File: src/design/emmc_data_crc16_generator_top_defines.svh
// assertion macros shared by the emmc data crc16 generator rtl
// expects signals named clock and reset in the module that uses them
`ifndef EMMC_DATA_CRC16_GENERATOR_TOP_DEFINES_SVH
`define EMMC_DATA_CRC16_GENERATOR_TOP_DEFINES_SVH

// same-cycle implication, skipped while reset is high
`define EMMCCRC_ASSERT_NOW(label, ante, cons, msg) \
   label: assert property (@(posedge clock) disable iff (reset) (ante) |-> (cons)) \
      else $error(msg);

// next-cycle implication, skipped while reset is high
`define EMMCCRC_ASSERT_NEXT(label, ante, cons, msg) \
   label: assert property (@(posedge clock) disable iff (reset) (ante) |=> (cons)) \
      else $error(msg);

`endif

File: src/design/emmccrc_pkg.sv
// shared types, constants and crc helpers for the emmc data crc16 generator
// used by every module of the block; no dependencies
package emmccrc_pkg;

   localparam int BUS_W       = 8;
   localparam int LANES_DEF   = 8;
   localparam int CRC_W       = 16;
   localparam int LEN_W       = 12;
   localparam int IDX_W       = 4;
   localparam int CSR_IDX_W   = 1;
   localparam int RSP_DATA_W  = 48;

   localparam logic [CRC_W-1:0] CRC_POLY    = 16'h1021;
   localparam logic [LEN_W-1:0] COUNT_MAX   = 12'd4095;
   localparam logic [LEN_W-1:0] MIN_LEN_RST = 12'd4;
   localparam logic [LEN_W-1:0] MAX_LEN_RST = 12'd2048;
   localparam logic [IDX_W-1:0] TRAIL_LAST  = 4'd15;

   // configuration register indexes
   typedef enum logic [CSR_IDX_W-1:0] {
      CSR_MIN_LEN = 1'b0,
      CSR_MAX_LEN = 1'b1
   } csr_index_type;

   // per-byte control seen by lanes, serial unit and trailer
   typedef struct packed {
      logic take;   // a byte transfer happens this cycle
      logic last;   // that byte closes the block
   } blk_ctl_type;

   // trailer status back to the input side
   typedef struct packed {
      logic busy;   // trailer bytes pending
      logic done;   // final trailer byte leaves this cycle
   } trail_sts_type;

   // one serial step of x^16 + x^12 + x^5 + 1
   function automatic logic [CRC_W-1:0] crc16_bit(input logic [CRC_W-1:0] crc,
                                                   input logic din);
      logic fb;
      fb = din ^ crc[CRC_W-1];
      return {crc[CRC_W-2:0], 1'b0} ^ (fb ? CRC_POLY : '0);
   endfunction

   // eight steps over a whole byte, msb first
   function automatic logic [CRC_W-1:0] crc16_byte(input logic [CRC_W-1:0] crc,
                                                    input logic [BUS_W-1:0] data);
      logic [CRC_W-1:0] c;
      c = crc;
      for (int j = BUS_W - 1; j >= 0; j--) begin
         c = crc16_bit(c, data[j]);
      end
      return c;
   endfunction

endpackage

File: src/design/emmccrc_lane.sv
// one data-line crc16 lane: one bit per byte transfer, cleared at block end
// depends on emmccrc_pkg
module emmccrc_lane (
   input  logic                              clock,
   input  logic                              reset,
   input  emmccrc_pkg::blk_ctl_type          ctl,
   input  logic                              bit_in,
   output logic [emmccrc_pkg::CRC_W-1:0]     crc_next
);

   logic [emmccrc_pkg::CRC_W-1:0] crc_ff;
   logic [emmccrc_pkg::CRC_W-1:0] crc_in;

   // crc including the current line bit
   assign crc_next = emmccrc_pkg::crc16_bit(crc_ff, bit_in);

   // advance on a transfer, restart after the final byte
   always_comb begin
      crc_in = crc_ff;
      if (ctl.take) begin
         crc_in = ctl.last ? '0 : crc_next;
      end
   end

   always_ff @(posedge clock) begin
      if (reset) begin
         crc_ff <= '0;
      end else begin
         crc_ff <= crc_in;
      end
   end

endmodule

File: src/design/emmccrc_serial.sv
// whole-byte crc16 (msb first) and saturating byte counter of the block
// depends on emmccrc_pkg
module emmccrc_serial (
   input  logic                              clock,
   input  logic                              reset,
   input  emmccrc_pkg::blk_ctl_type          ctl,
   input  logic [emmccrc_pkg::BUS_W-1:0]     data_byte,
   output logic [emmccrc_pkg::CRC_W-1:0]     crc_next,
   output logic [emmccrc_pkg::LEN_W-1:0]     count_next
);

   logic [emmccrc_pkg::CRC_W-1:0] crc_ff;
   logic [emmccrc_pkg::CRC_W-1:0] crc_in;
   logic [emmccrc_pkg::LEN_W-1:0] count_ff;
   logic [emmccrc_pkg::LEN_W-1:0] count_in;

   // values including the current byte
   assign crc_next   = emmccrc_pkg::crc16_byte(crc_ff, data_byte);
   assign count_next = (count_ff < emmccrc_pkg::COUNT_MAX) ? count_ff + 1'b1 : count_ff;

   // advance on a transfer, restart after the final byte
   always_comb begin
      crc_in   = crc_ff;
      count_in = count_ff;
      if (ctl.take) begin
         crc_in   = ctl.last ? '0 : crc_next;
         count_in = ctl.last ? '0 : count_next;
      end
   end

   always_ff @(posedge clock) begin
      if (reset) begin
         crc_ff   <= '0;
         count_ff <= '0;
      end else begin
         crc_ff   <= crc_in;
         count_ff <= count_in;
      end
   end

endmodule

File: src/design/emmccrc_trailer.sv
// merge stage: snapshots the lane crcs at block end and sends 16 bus-order bytes
// depends on emmccrc_pkg and the assertion macro header
`include "emmc_data_crc16_generator_top_defines.svh"

module emmccrc_trailer #(
   parameter int LANES = emmccrc_pkg::LANES_DEF
) (
   input  logic                              clock,
   input  logic                              reset,
   input  emmccrc_pkg::blk_ctl_type          ctl,
   input  logic [emmccrc_pkg::CRC_W-1:0]     lane_crc [LANES],
   input  logic [emmccrc_pkg::CRC_W-1:0]     serial_crc,
   input  logic [emmccrc_pkg::LEN_W-1:0]     block_len,
   input  logic [emmccrc_pkg::LEN_W-1:0]     min_len,
   input  logic [emmccrc_pkg::LEN_W-1:0]     max_len,
   input  logic                              out_ready,
   output emmccrc_pkg::trail_sts_type        sts,
   output logic [emmccrc_pkg::BUS_W-1:0]     bus_byte,
   output logic [emmccrc_pkg::IDX_W-1:0]     byte_idx,
   output logic [emmccrc_pkg::CRC_W-1:0]     serial_out,
   output logic [emmccrc_pkg::LEN_W-1:0]     len_out,
   output logic                              len_bad,
   output logic                              trail_last
);

   logic [emmccrc_pkg::CRC_W-1:0] sh_ff [LANES];
   logic [emmccrc_pkg::CRC_W-1:0] sh_in [LANES];
   logic [emmccrc_pkg::CRC_W-1:0] serial_ff;
   logic [emmccrc_pkg::LEN_W-1:0] len_ff;
   logic                          bad_ff;
   logic [emmccrc_pkg::IDX_W-1:0] idx_ff;
   logic [emmccrc_pkg::IDX_W-1:0] idx_in;
   logic                          busy_ff;
   logic                          busy_in;
   logic                          cap;
   logic                          step;

   assign cap  = ctl.take & ctl.last;
   assign step = busy_ff & out_ready;

   assign sts.busy = busy_ff;
   assign sts.done = step & (idx_ff == emmccrc_pkg::TRAIL_LAST);

   // control: load on block end, count bytes out, free after the last one
   always_comb begin
      busy_in = busy_ff;
      idx_in  = idx_ff;
      if (cap) begin
         busy_in = 1'b1;
         idx_in  = '0;
      end else if (step) begin
         idx_in = idx_ff + 1'b1;
         if (sts.done) begin
            busy_in = 1'b0;
         end
      end
   end

   // per-lane shift registers, msb goes out first
   always_comb begin
      for (int i = 0; i < LANES; i++) begin
         sh_in[i] = sh_ff[i];
         if (cap) begin
            sh_in[i] = lane_crc[i];
         end else if (step) begin
            sh_in[i] = {sh_ff[i][emmccrc_pkg::CRC_W-2:0], 1'b0};
         end
      end
   end

   always_ff @(posedge clock) begin
      if (reset) begin
         busy_ff <= 1'b0;
         idx_ff  <= '0;
      end else begin
         busy_ff <= busy_in;
         idx_ff  <= idx_in;
      end
   end

   // snapshot payload
   always_ff @(posedge clock) begin
      for (int i = 0; i < LANES; i++) begin
         sh_ff[i] <= sh_in[i];
      end
      if (cap) begin
         serial_ff <= serial_crc;
         len_ff    <= block_len;
         bad_ff    <= (block_len < min_len) | (block_len > max_len);
      end
   end

   // bus byte from lane msbs, absent lines read as zero
   for (genvar g = 0; g < emmccrc_pkg::BUS_W; g++) begin : g_bus
      if (g < LANES) begin : g_used
         assign bus_byte[g] = sh_ff[g][emmccrc_pkg::CRC_W-1];
      end else begin : g_unused
         assign bus_byte[g] = 1'b0;
      end
   end

   assign byte_idx   = idx_ff;
   assign serial_out = serial_ff;
   assign len_out    = len_ff;
   assign len_bad    = bad_ff;
   assign trail_last = idx_ff == emmccrc_pkg::TRAIL_LAST;

   `EMMCCRC_ASSERT_NEXT(a_cap_starts, cap, busy_ff && idx_ff == '0, "trailer did not start")
   `EMMCCRC_ASSERT_NOW(a_no_overrun, cap, !busy_ff || sts.done, "block end while trailer busy")
   `EMMCCRC_ASSERT_NOW(a_idle_idx, !busy_ff, idx_ff == '0, "trailer index not parked at zero")
   `EMMCCRC_ASSERT_NEXT(a_stall_hold, busy_ff && !out_ready && !cap, $stable(idx_ff),
                        "trailer index moved during stall")

endmodule

File: src/design/emmc_data_crc16_generator_top.sv
// emmc data crc16 generator, 8-bit bus: per-line crc lanes, serial crc, trailer
// depends on emmccrc_pkg, emmccrc_lane, emmccrc_serial, emmccrc_trailer
//
// usage:
//   req_* carries one block byte per transfer, req_tlast on the final byte.
//   rsp_* returns the 16-byte bus-order crc trailer of each block, rsp_tlast
//   on the sixteenth byte. csr_* writes min/max block length (index 0 / 1).
// throughput: one byte per cycle in and one trailer byte out, bar holds below.
// latency: trailer byte 0 is valid the cycle after the final byte transfer.
// bytes of the next block are taken while a trailer is still going out; only
// its final byte waits, until the last trailer byte of the previous block
// transfers (same cycle allowed). the trailer shift sets this.
// a stalled rsp_tready holds the trailer byte and index steady.
// reset: lanes, serial crc and counter clear, no trailer pending, limits
// return to 4 and 2048. block length saturates at 4095.
module emmc_data_crc16_generator_top #(
   parameter int LANES = emmccrc_pkg::LANES_DEF
) (
   input  logic                                  clock,
   input  logic                                  reset,
   // request channel
   input  logic                                  req_tvalid,
   output logic                                  req_tready,
   input  logic [7:0]                            req_tdata,   // [7:0] data_byte
   input  logic                                  req_tlast,   // block_end
   // response channel
   output logic                                  rsp_tvalid,
   input  logic                                  rsp_tready,
   // [7:0] crc_bus_byte, [11:8] crc_byte_index, [27:12] serial_checksum,
   // [39:28] block_length, [40] length_bad, [47:41] zero
   output logic [emmccrc_pkg::RSP_DATA_W-1:0]    rsp_tdata,
   output logic                                  rsp_tlast,   // run_last
   // configuration
   input  logic                                  csr_we,
   input  logic [emmccrc_pkg::CSR_IDX_W-1:0]     csr_index,
   input  logic [emmccrc_pkg::LEN_W-1:0]         csr_wdata
);

   emmccrc_pkg::blk_ctl_type       ctl;
   emmccrc_pkg::trail_sts_type     sts;
   logic [emmccrc_pkg::CRC_W-1:0]  lane_next [LANES];
   logic [emmccrc_pkg::CRC_W-1:0]  serial_next;
   logic [emmccrc_pkg::LEN_W-1:0]  count_next;
   logic [emmccrc_pkg::LEN_W-1:0]  min_len_ff;
   logic [emmccrc_pkg::LEN_W-1:0]  min_len_in;
   logic [emmccrc_pkg::LEN_W-1:0]  max_len_ff;
   logic [emmccrc_pkg::LEN_W-1:0]  max_len_in;
   logic [emmccrc_pkg::BUS_W-1:0]  bus_byte;
   logic [emmccrc_pkg::IDX_W-1:0]  byte_idx;
   logic [emmccrc_pkg::CRC_W-1:0]  serial_out;
   logic [emmccrc_pkg::LEN_W-1:0]  len_out;
   logic                           len_bad;

   // a final byte waits until the previous trailer is clear
   assign req_tready = !sts.busy || !req_tlast || sts.done;
   assign ctl.take   = req_tvalid & req_tready;
   assign ctl.last   = req_tlast;

   // configuration writes
   always_comb begin
      min_len_in = min_len_ff;
      max_len_in = max_len_ff;
      if (csr_we) begin
         unique case (emmccrc_pkg::csr_index_type'(csr_index))
            emmccrc_pkg::CSR_MIN_LEN: min_len_in = csr_wdata;
            emmccrc_pkg::CSR_MAX_LEN: max_len_in = csr_wdata;
            default: ;
         endcase
      end
   end

   always_ff @(posedge clock) begin
      if (reset) begin
         min_len_ff <= emmccrc_pkg::MIN_LEN_RST;
         max_len_ff <= emmccrc_pkg::MAX_LEN_RST;
      end else begin
         min_len_ff <= min_len_in;
         max_len_ff <= max_len_in;
      end
   end

   // one crc lane per data line, lane i sees bit 7-i
   for (genvar g = 0; g < LANES; g++) begin : g_lane
      emmccrc_lane u_lane (
         .clock    (clock),
         .reset    (reset),
         .ctl      (ctl),
         .bit_in   (req_tdata[emmccrc_pkg::BUS_W-1-g]),
         .crc_next (lane_next[g])
      );
   end

   emmccrc_serial u_serial (
      .clock      (clock),
      .reset      (reset),
      .ctl        (ctl),
      .data_byte  (req_tdata),
      .crc_next   (serial_next),
      .count_next (count_next)
   );

   emmccrc_trailer #(
      .LANES (LANES)
   ) u_trailer (
      .clock      (clock),
      .reset      (reset),
      .ctl        (ctl),
      .lane_crc   (lane_next),
      .serial_crc (serial_next),
      .block_len  (count_next),
      .min_len    (min_len_ff),
      .max_len    (max_len_ff),
      .out_ready  (rsp_tready),
      .sts        (sts),
      .bus_byte   (bus_byte),
      .byte_idx   (byte_idx),
      .serial_out (serial_out),
      .len_out    (len_out),
      .len_bad    (len_bad),
      .trail_last (rsp_tlast)
   );

   // response packing
   assign rsp_tvalid = sts.busy;
   assign rsp_tdata  = {7'd0, len_bad, len_out, serial_out, byte_idx, bus_byte};

endmodule
File: config.mk
export PLATFORM = sky130hd
export DESIGN_NAME = emmc_data_crc16_generator_top
export DESIGN_NICKNAME = d
export VERILOG_FILES = /design/src/design/emmccrc_pkg.sv /design/src/design/emmccrc_lane.sv /design/src/design/emmccrc_serial.sv /design/src/design/emmccrc_trailer.sv /design/src/design/emmc_data_crc16_generator_top.sv
export VERILOG_INCLUDE_DIRS = /design/src /design/src/design
export SDC_FILE = /design/constraint.sdc
export NUM_CORES = 1
export LEC_CHECK = 0
export BUFFER_PORTS_ARGS = -buffer_cell sky130_fd_sc_hd__buf_2
export CORE_ASPECT_RATIO = 0.6
export CORE_UTILIZATION = 33
export CTS_BUF_LIST = sky130_fd_sc_hd__clkbuf_16
export DETAILED_ROUTE_END_ITERATION = 8
export PLACE_DENSITY_LB_ADDON = 0.08
export SLEW_MARGIN = 20
export SYNTH_ARGS = -nofsm -noshare
export SYNTH_HDL_FRONTEND = slang
export SYNTH_HIERARCHICAL = 1
export SYNTH_SLANG_ARGS = --single-unit
File: constraint.sdc
create_clock -name clock -period 13.4 [get_ports clock]
set_input_delay 1.34 -clock clock [delete_from_list [all_inputs] [get_ports clock]]
set_output_delay 1.34 -clock clock [all_outputs]
set_load 0.02 [all_outputs]
==> impl_metrics.yaml, run 1 <==
status:
  status: "complete, no violations"
detailed_routing:
  total_drc_errors_in_the_routed_layout: 0
  detailedRoute.firstPassIterationCount: 5
  vias: 10400
  drtIter0Drc: 664
  ant_nets: 0
  routedWlPerCell_um: 16.2
  finalWirelength_um: 36300
  average_vias_per_placed_instance: 4.65
grt:
  grt_antenna_before_repair: 0
  grt_pass1_vias: 10500
  grt_max_degree: 110
  grt_use_total_pct: 14.7
  grt_overflow_total: 0
  grt_first_pass_wirelength_um: 59500
synthesis:
  number_of_enable_flip_flop_cells_after_synthesis: 157
  synth_top_cells_by_area: "sky130_fd_sc_hd__edfxtp_1, sky130_fd_sc_hd__dfxtp_1, sky130_fd_sc_hd__nand2_1"
  yosysWarningCount: 6
  post-synth-top-count-cell: "sky130_fd_sc_hd__nand2_1"
  syn-cell-area_mm2: 0.0163
  synth_cell_type_count: 63
  synthArstFlopShare_pct: 0
  yosysSeqAreaShare_pct: 51.6
  postSynthCellCount: 1654
  synthDominantAreaCellType: "sky130_fd_sc_hd__edfxtp_1"
  syn-mean-instance-area_um2: 9.86
  synth.cells.most_frequent: "sky130_fd_sc_hd__nand2_1, sky130_fd_sc_hd__dfxtp_1, sky130_fd_sc_hd__edfxtp_1"
  synthDominantCellAreaShare_pct: 28.9
  synthFlopType: "sky130_fd_sc_hd__dfxtp_1"
  yosys_reg_bits: 342
job:
  maxcap_violations: 0
clock_tree:
  post_cts.repair.setup_buffers: 0
  clkTransAtPathRegs_ns: 0.06
  clock_tree.htree_level_count: 2
  cts_sinks: 342
  cts_tree: "built"
  cts.hold.buffers_added: 0
  cts_buffers: 36
  postCtsResizedCells: 0
  cts-root-to-sink-buffers: 3
  buffer_type_at_the_clock_tree_root: "sky130_fd_sc_hd__clkbuf_16"
  later_pin_clock_latency_in_the_skew_report_ns: 0.54
sta:
  final_hold_viol_count: 0
  slew_headroom_pct: 34.5
  tns_ns: 0
  setup_ws_ns: 9.18
  timing_worst_slew_pin_value_ns: 0.982
  setup_viol: 0
  maxClockFrequency_mhz: 237
  whs_ns: 0.477
  final.min_clock_period_ns: 4.22
  final_min_period_over_clock_period_pct: 31.5
  unrepaired_setup_endpoints_after_global_routing: "no"
  finalMaxSlewViolations: 0
  skew_ns: 0.0179
floorplanning:
  initial_utilization_pct: 33.8
  floorplan.die.width_um: 289
  core_area_mm2: 0.0483
  fp.dieArea_mm2: 0.0504
  rows: 62
  io_pins: 78
  die_height_um: 174
setup_path:
  r2r_slack_ns: 9.58
  worst_setup_path_startpoint: "rsp_tready"
  critical_path.top_delay_family: "buffers and inverters"
  crit_path_end_kind: "register"
  critPathMaxFanout: 79
  data_arrival_time_of_the_worst_path_ns: 4.38
  regToRegEndpoint: "u_trailer/len_out[0]"
  endpoint: "u_trailer/len_out[0]"
  cp_cell_sequence: "buf_2, nand2_1, nor2_1, nand3b_1, and2_4, nand2_4, inv_6, buf_4"
  critical-path-max-stage-delay_ns: 0.88
  critical_path_top_delay_cell: "sky130_fd_sc_hd__buf_4"
  critPathBufInv: 3
  required_ns: 13.56
  register_to_register_path_depth: 8
  startpoint_type: "input pin"
  worst-path-stages: 8
  crit-reg2reg-launch: "u_trailer/byte_idx[0]"
  setup.worst_path.class: "in2reg"
cells_and_area:
  ff_latch_area_mm2: 0.00842
  antenna-diode-count: 0
  final_layout_size_suffix_gt1_share_pct: 10.9
  finish.net_count: 1616
  num-fill-cells: 4876
  multi_input_comb_area_mm2: 0.00648
  final_util_pct: 36.0
  layout-area-overhead-vs-synth_pct: 6.80
placement:
  place.port_buffers: 70
  preCtsSetupSlack_ns: 8.49
  place_congestion: 0.737
  place.detailed.hpwl_um: 20700
min_path:
  worst_hold_path_type: "reg2reg"
power:
  design_power_total_uw: 2390
  power.density_mw_per_mm2: 137
  vdd_ir_max_uv: 72.8
  power.static_leakage_uw: 0.00673
[worst min path at each step]
stage                         from        endpoint  depth (start not counted)
floorplan           max_len_ff[11]  max_len_ff[11]                          1
global placement    max_len_ff[10]  max_len_ff[10]                          2
detailed placement   max_len_ff[9]   max_len_ff[9]                          2
CTS                  max_len_ff[9]   max_len_ff[9]                          2
global route         max_len_ff[7]   max_len_ff[7]                          2
finish               max_len_ff[7]   max_len_ff[7]                          2
[layout by cell type, fill, tap and decap left out, types with 3 or more instances in the layout]
| cell type | n |
|---|---|
| sky130_fd_sc_hd__a211oi_1 | 3 |
| sky130_fd_sc_hd__a21o_1 | 5 |
| sky130_fd_sc_hd__a21oi_1 | 153 |
| sky130_fd_sc_hd__a22o_1 | 8 |
| sky130_fd_sc_hd__a31oi_1 | 3 |
| sky130_fd_sc_hd__a32o_1 | 3 |
| sky130_fd_sc_hd__and2b_1 | 8 |
| sky130_fd_sc_hd__and3_1 | 10 |
| sky130_fd_sc_hd__and4_1 | 5 |
| sky130_fd_sc_hd__buf_2 | 68 |
| sky130_fd_sc_hd__buf_4 | 13 |
| sky130_fd_sc_hd__bufinv_16 | 4 |
| sky130_fd_sc_hd__clkbuf_16 | 37 |
| sky130_fd_sc_hd__clkinv_1 | 7 |
| sky130_fd_sc_hd__clkinv_2 | 7 |
| sky130_fd_sc_hd__conb_1 | 7 |
| sky130_fd_sc_hd__dfxtp_1 | 185 |
| sky130_fd_sc_hd__edfxtp_1 | 157 |
| sky130_fd_sc_hd__ha_1 | 25 |
| sky130_fd_sc_hd__inv_1 | 34 |
| sky130_fd_sc_hd__inv_6 | 3 |
| sky130_fd_sc_hd__mux2i_1 | 22 |
| sky130_fd_sc_hd__nand2_1 | 371 |
| sky130_fd_sc_hd__nand2b_1 | 130 |
| sky130_fd_sc_hd__nand3_1 | 12 |
| sky130_fd_sc_hd__nand3b_1 | 105 |
| sky130_fd_sc_hd__nand4_1 | 7 |
| sky130_fd_sc_hd__nor2_1 | 44 |
| sky130_fd_sc_hd__nor2b_1 | 39 |
| sky130_fd_sc_hd__nor3_1 | 6 |
| sky130_fd_sc_hd__o21ai_0 | 7 |
| sky130_fd_sc_hd__o21ai_1 | 4 |
| sky130_fd_sc_hd__or2b_1 | 8 |
| sky130_fd_sc_hd__xnor2_1 | 12 |
| sky130_fd_sc_hd__xnor2_2 | 7 |
| sky130_fd_sc_hd__xor2_1 | 19 |
| sky130_fd_sc_hd__xor3_2 | 16 |
[routing by layer]
layer	global-route usage [%]	share of wire (%)	vias to the layer above
met5	0	0	-
met4	3.11	1.5	0
met3	2.62	3.3	45
met2	21.1	41	125
met1	22.8	54	4962
li1	-	-	5240
[area by class of cell]
type                            instances  area share, %
Multi-Input combinational cell       1075           37.2
Sequential cell                       342           48.3
Inverter                               27          0.610
Clock inverter                         29           1.36
Clock buffer                           37           5.31
Tap cell                              640           4.60
Timing Repair Buffer                   82           2.58
[registers in the layout, indices dropped and copies added, names as in the netlist]
register and count:
u_trailer/busy_ff 1, u_trailer/byte_idx 4, u_trailer/serial_out 16, u_trailer/sh_ff 128
u_trailer/len_bad 1, u_serial/crc_ff 16, min_len_ff 12, g_lane.u_lane/crc_ff 128
u_trailer/len_out 12, u_serial/count_ff 12, max_len_ff 12
[power breakdown]
part,leakage (uW),internal (uW),total [uW],switching (uW)
sequential,0.00300,1150,1170,19.8
clock,0.000603,580,1000,425
combinational,0.00313,71.5,213,142
total,0.00673,1800,2390,587
[logic make-up (layout without fill, tap and decap cells)]
kind of cell | after synthesis | after routing | synth area share, %
buffers and inverters | 243 | 175 | 8.89
AND/OR/NAND/NOR | 761 | 761 | 23.9
adder cells (fa/ha/maj) | 25 | 25 | 1.92
flip-flops | 342 | 342 | 51.6
multiplexers | 22 | 22 | 1.35
other | 1 | 7 | 0.0230
XOR/XNOR | 57 | 57 | 5.25
AO/OA/AOI/OAI | 203 | 203 | 7.06
[worst min-delay path, delay by kind of cell, from the launching register on]
kind	cells	cell delay (ns)
mux	1	0.06
simple gates	1	0.06
flops	1	0.31
[through the flow]
stage,std cells,cell area (um^2)
after floorplan,1660,16300
after global placement,2166,16300
after detailed placement,2166,16300
after CTS,2232,17400
after global routing,2232,17400
final,2232,17400
Power figures use the tool's default switching activity.
==> inputs of run 2 (changes only) <==
==> constraint.sdc (replaced) <==
create_clock -name clock -period 4.4 [get_ports clock]
set_input_delay 0.44 -clock clock [delete_from_list [all_inputs] [get_ports clock]]
set_output_delay 0.44 -clock clock [all_outputs]
set_load 0.02 [all_outputs]
==> run 2 against run 1 <==
Clock-buffer cell count is 2 higher. Critical endpoint is now u_trailer/len_bad. Worst hold slack got worse by 0.28 ns. Highest routed layer unchanged. Register-to-register slack worse by 8.7 ns. Largest cell class unchanged.
==> impl_metrics.yaml, run 2 (same netlist as run 1, synthesis figures left out) <==
setup_path:
  cp_cell_sequence: "ha_1, and3_1, nand3_1, nand3_1, xnor2_1, ha_1, and3_4, a211o_1, a2111oi_2, o22ai_1"
  setup.worst_path.class: "reg2reg"
  critPathBufInv: 0
  r2r_slack_ns: 0.90
  regToRegEndpoint: "u_trailer/len_bad"
  startpoint_type: "register"
  register_to_register_path_depth: 10
  critical_path_top_delay_cell: "sky130_fd_sc_hd__nand3_1"
  critPathMaxFanout: 13
  required_ns: 4.67
  crit-reg2reg-launch: "u_serial/count_ff[0]"
  critical-path-max-stage-delay_ns: 0.45
  critical_path.top_delay_family: "simple AND/OR/NAND/NOR gates"
  crit_path_end_kind: "register"
  data_arrival_time_of_the_worst_path_ns: 3.77
power:
  power.static_leakage_uw: 0.00678
  vdd_ir_max_uv: 210
  power.density_mw_per_mm2: 420
clock_tree:
  clock_tree.htree_level_count: 2
  later_pin_clock_latency_in_the_skew_report_ns: 0.53
  buffer_type_at_the_clock_tree_root: "sky130_fd_sc_hd__clkbuf_16"
  cts.hold.buffers_added: 0
  clkTransAtPathRegs_ns: 0.06
  postCtsResizedCells: 0
  cts_sinks: 342
  post_cts.repair.setup_buffers: 0
  cts_buffers: 37
  cts-root-to-sink-buffers: 3
  cts_tree: "built"
cells_and_area:
  antenna-diode-count: 0
  layout.cells.non_filler: 2237
  layout-area-overhead-vs-synth_pct: 7.75
  final_util_pct: 36.4
  layout.cells.most_common: "sky130_fd_sc_hd__nand2_1"
  largest_registers: "g_lane.u_lane/crc_ff (128), u_trailer/sh_ff (128)"
  final_layout_size_suffix_gt1_share_pct: 11.1
  finish.net_count: 1620
  final_cell_mix: "sky130_fd_sc_hd__nand2_1, sky130_fd_sc_hd__dfxtp_1, sky130_fd_sc_hd__edfxtp_1, sky130_fd_sc_hd__a21oi_1, sky130_fd_sc_hd__nand2b_1"
grt:
  grt_first_pass_wirelength_um: 57200
  met2_usage_pct: 20.0
  grt_antenna_before_repair: 0
  grt_overflow_total: 0
  grt_use_total_pct: 14.1
  groute.layer.met1.usage_pct: 21.9
  grt_pass1_vias: 10100
  grt_max_degree: 218
  globalRoute.busiestLayer: "met1"
  met3_usage_pct: 2.51
detailed_routing:
  vias: 10400
  detailedRoute.firstPassIterationCount: 5
  ant_nets: 0
  total_drc_errors_in_the_routed_layout: 0
  drtIter0Drc: 648
  finalWirelength_um: 35200
  routedWlPerCell_um: 15.7
  average_vias_per_placed_instance: 4.64
min_path:
  holdCritStartpoint: "csr_wdata[2]"
  hold_end: "max_len_ff[2]"
  hold-path-cell-count: 3
  worst_hold_path_type: "in2reg"
sta:
  setup_viol: 0
  timing_worst_slew_pin_value_ns: 0.933
  unrepaired_setup_endpoints_after_global_routing: "no"
  finalMaxSlewViolations: 0
  final.min_clock_period_ns: 3.50
  maxClockFrequency_mhz: 286
  final_hold_viol_count: 0
  slew_headroom_pct: 37.8
  whs_ns: 0.196
  skew_ns: 0.0244
  final_min_period_over_clock_period_pct: 79.6
  tns_ns: 0
floorplanning:
  die_height_um: 174
  fp.dieArea_mm2: 0.0504
  io_pins: 78
  floorplan.die.width_um: 289
  rows: 62
  initial_utilization_pct: 33.8
  core_area_mm2: 0.0483
status:
  status: "complete, no violations"
placement:
  place_congestion: 0.786
  place.detailed.instances: 2169
  place.port_buffers: 70
  place.detailed.hpwl_um: 20200
job:
  maxcap_violations: 0
run 2: worst max path at each step:
stage                          start               endpoint  slack (ns)  cells past startpoint
6_report        u_serial/count_ff[0]      u_trailer/len_bad        0.90                     10
5_1_grt         u_serial/count_ff[0]      u_trailer/len_bad        0.66                     10
4_1_cts         u_serial/count_ff[0]      u_trailer/len_bad        0.89                     10
3_5_place_dp    u_serial/count_ff[0]      u_trailer/len_bad        0.87                     10
3_3_place_gp    u_serial/count_ff[0]      u_trailer/len_bad        0.97                     10
2_1_floorplan  u_trailer/byte_idx[0]  u_trailer/sh_ff[0][0]        0.17                      8
run 2: power by group:
group / internal [uW] / leakage, uW / switching, uW / total (uW)
Clock: 1840 / 0.000613 / 1310 / 3150
Sequential: 3510 / 0.00300 / 59.0 / 3570
Combinational: 231 / 0.00317 / 425 / 656
run 2: area by class of cell:
class | count | area (um^2)
Clock buffer | 39 | 976
Clock inverter | 29 | 233
Fill cell | 4907 | 30800
Inverter | 27 | 106
Multi-Input combinational cell | 1075 | 6500
Sequential cell | 342 | 8420
Tap cell | 640 | 801
Timing Repair Buffer | 85 | 547
run 2: worst reg2reg max path, delay by kind of cell, from the launching register on:
kind / cells / cell delay, ns
flip-flops: 1 / 0.44
AND/OR/NAND/NOR: 4 / 1.26
adder cells (fa/ha/maj): 2 / 0.56
AO/OA/AOI/OAI: 3 / 0.77
XOR/XNOR: 1 / 0.22
run 2: per-stage QoR:
step | worst slack [ns] | area (um^2) | power [uW]
global route | 0.662 | 17600 | 7720
global placement | 0.968 | 16400 | 4310
finish | 0.899 | 17600 | 7380
detailed placement | 0.874 | 16400 | 4310
CTS | 0.886 | 17600 | 7520
floorplan | 0.169 | 16300 | 4120
run 2: metal layers:
layer  part of all wire, %  up-vias
met5                     0        -
met2                    41      102
met3                   2.8       40
met1                    55     5003
met4                   1.6        0
li1                      -     5241
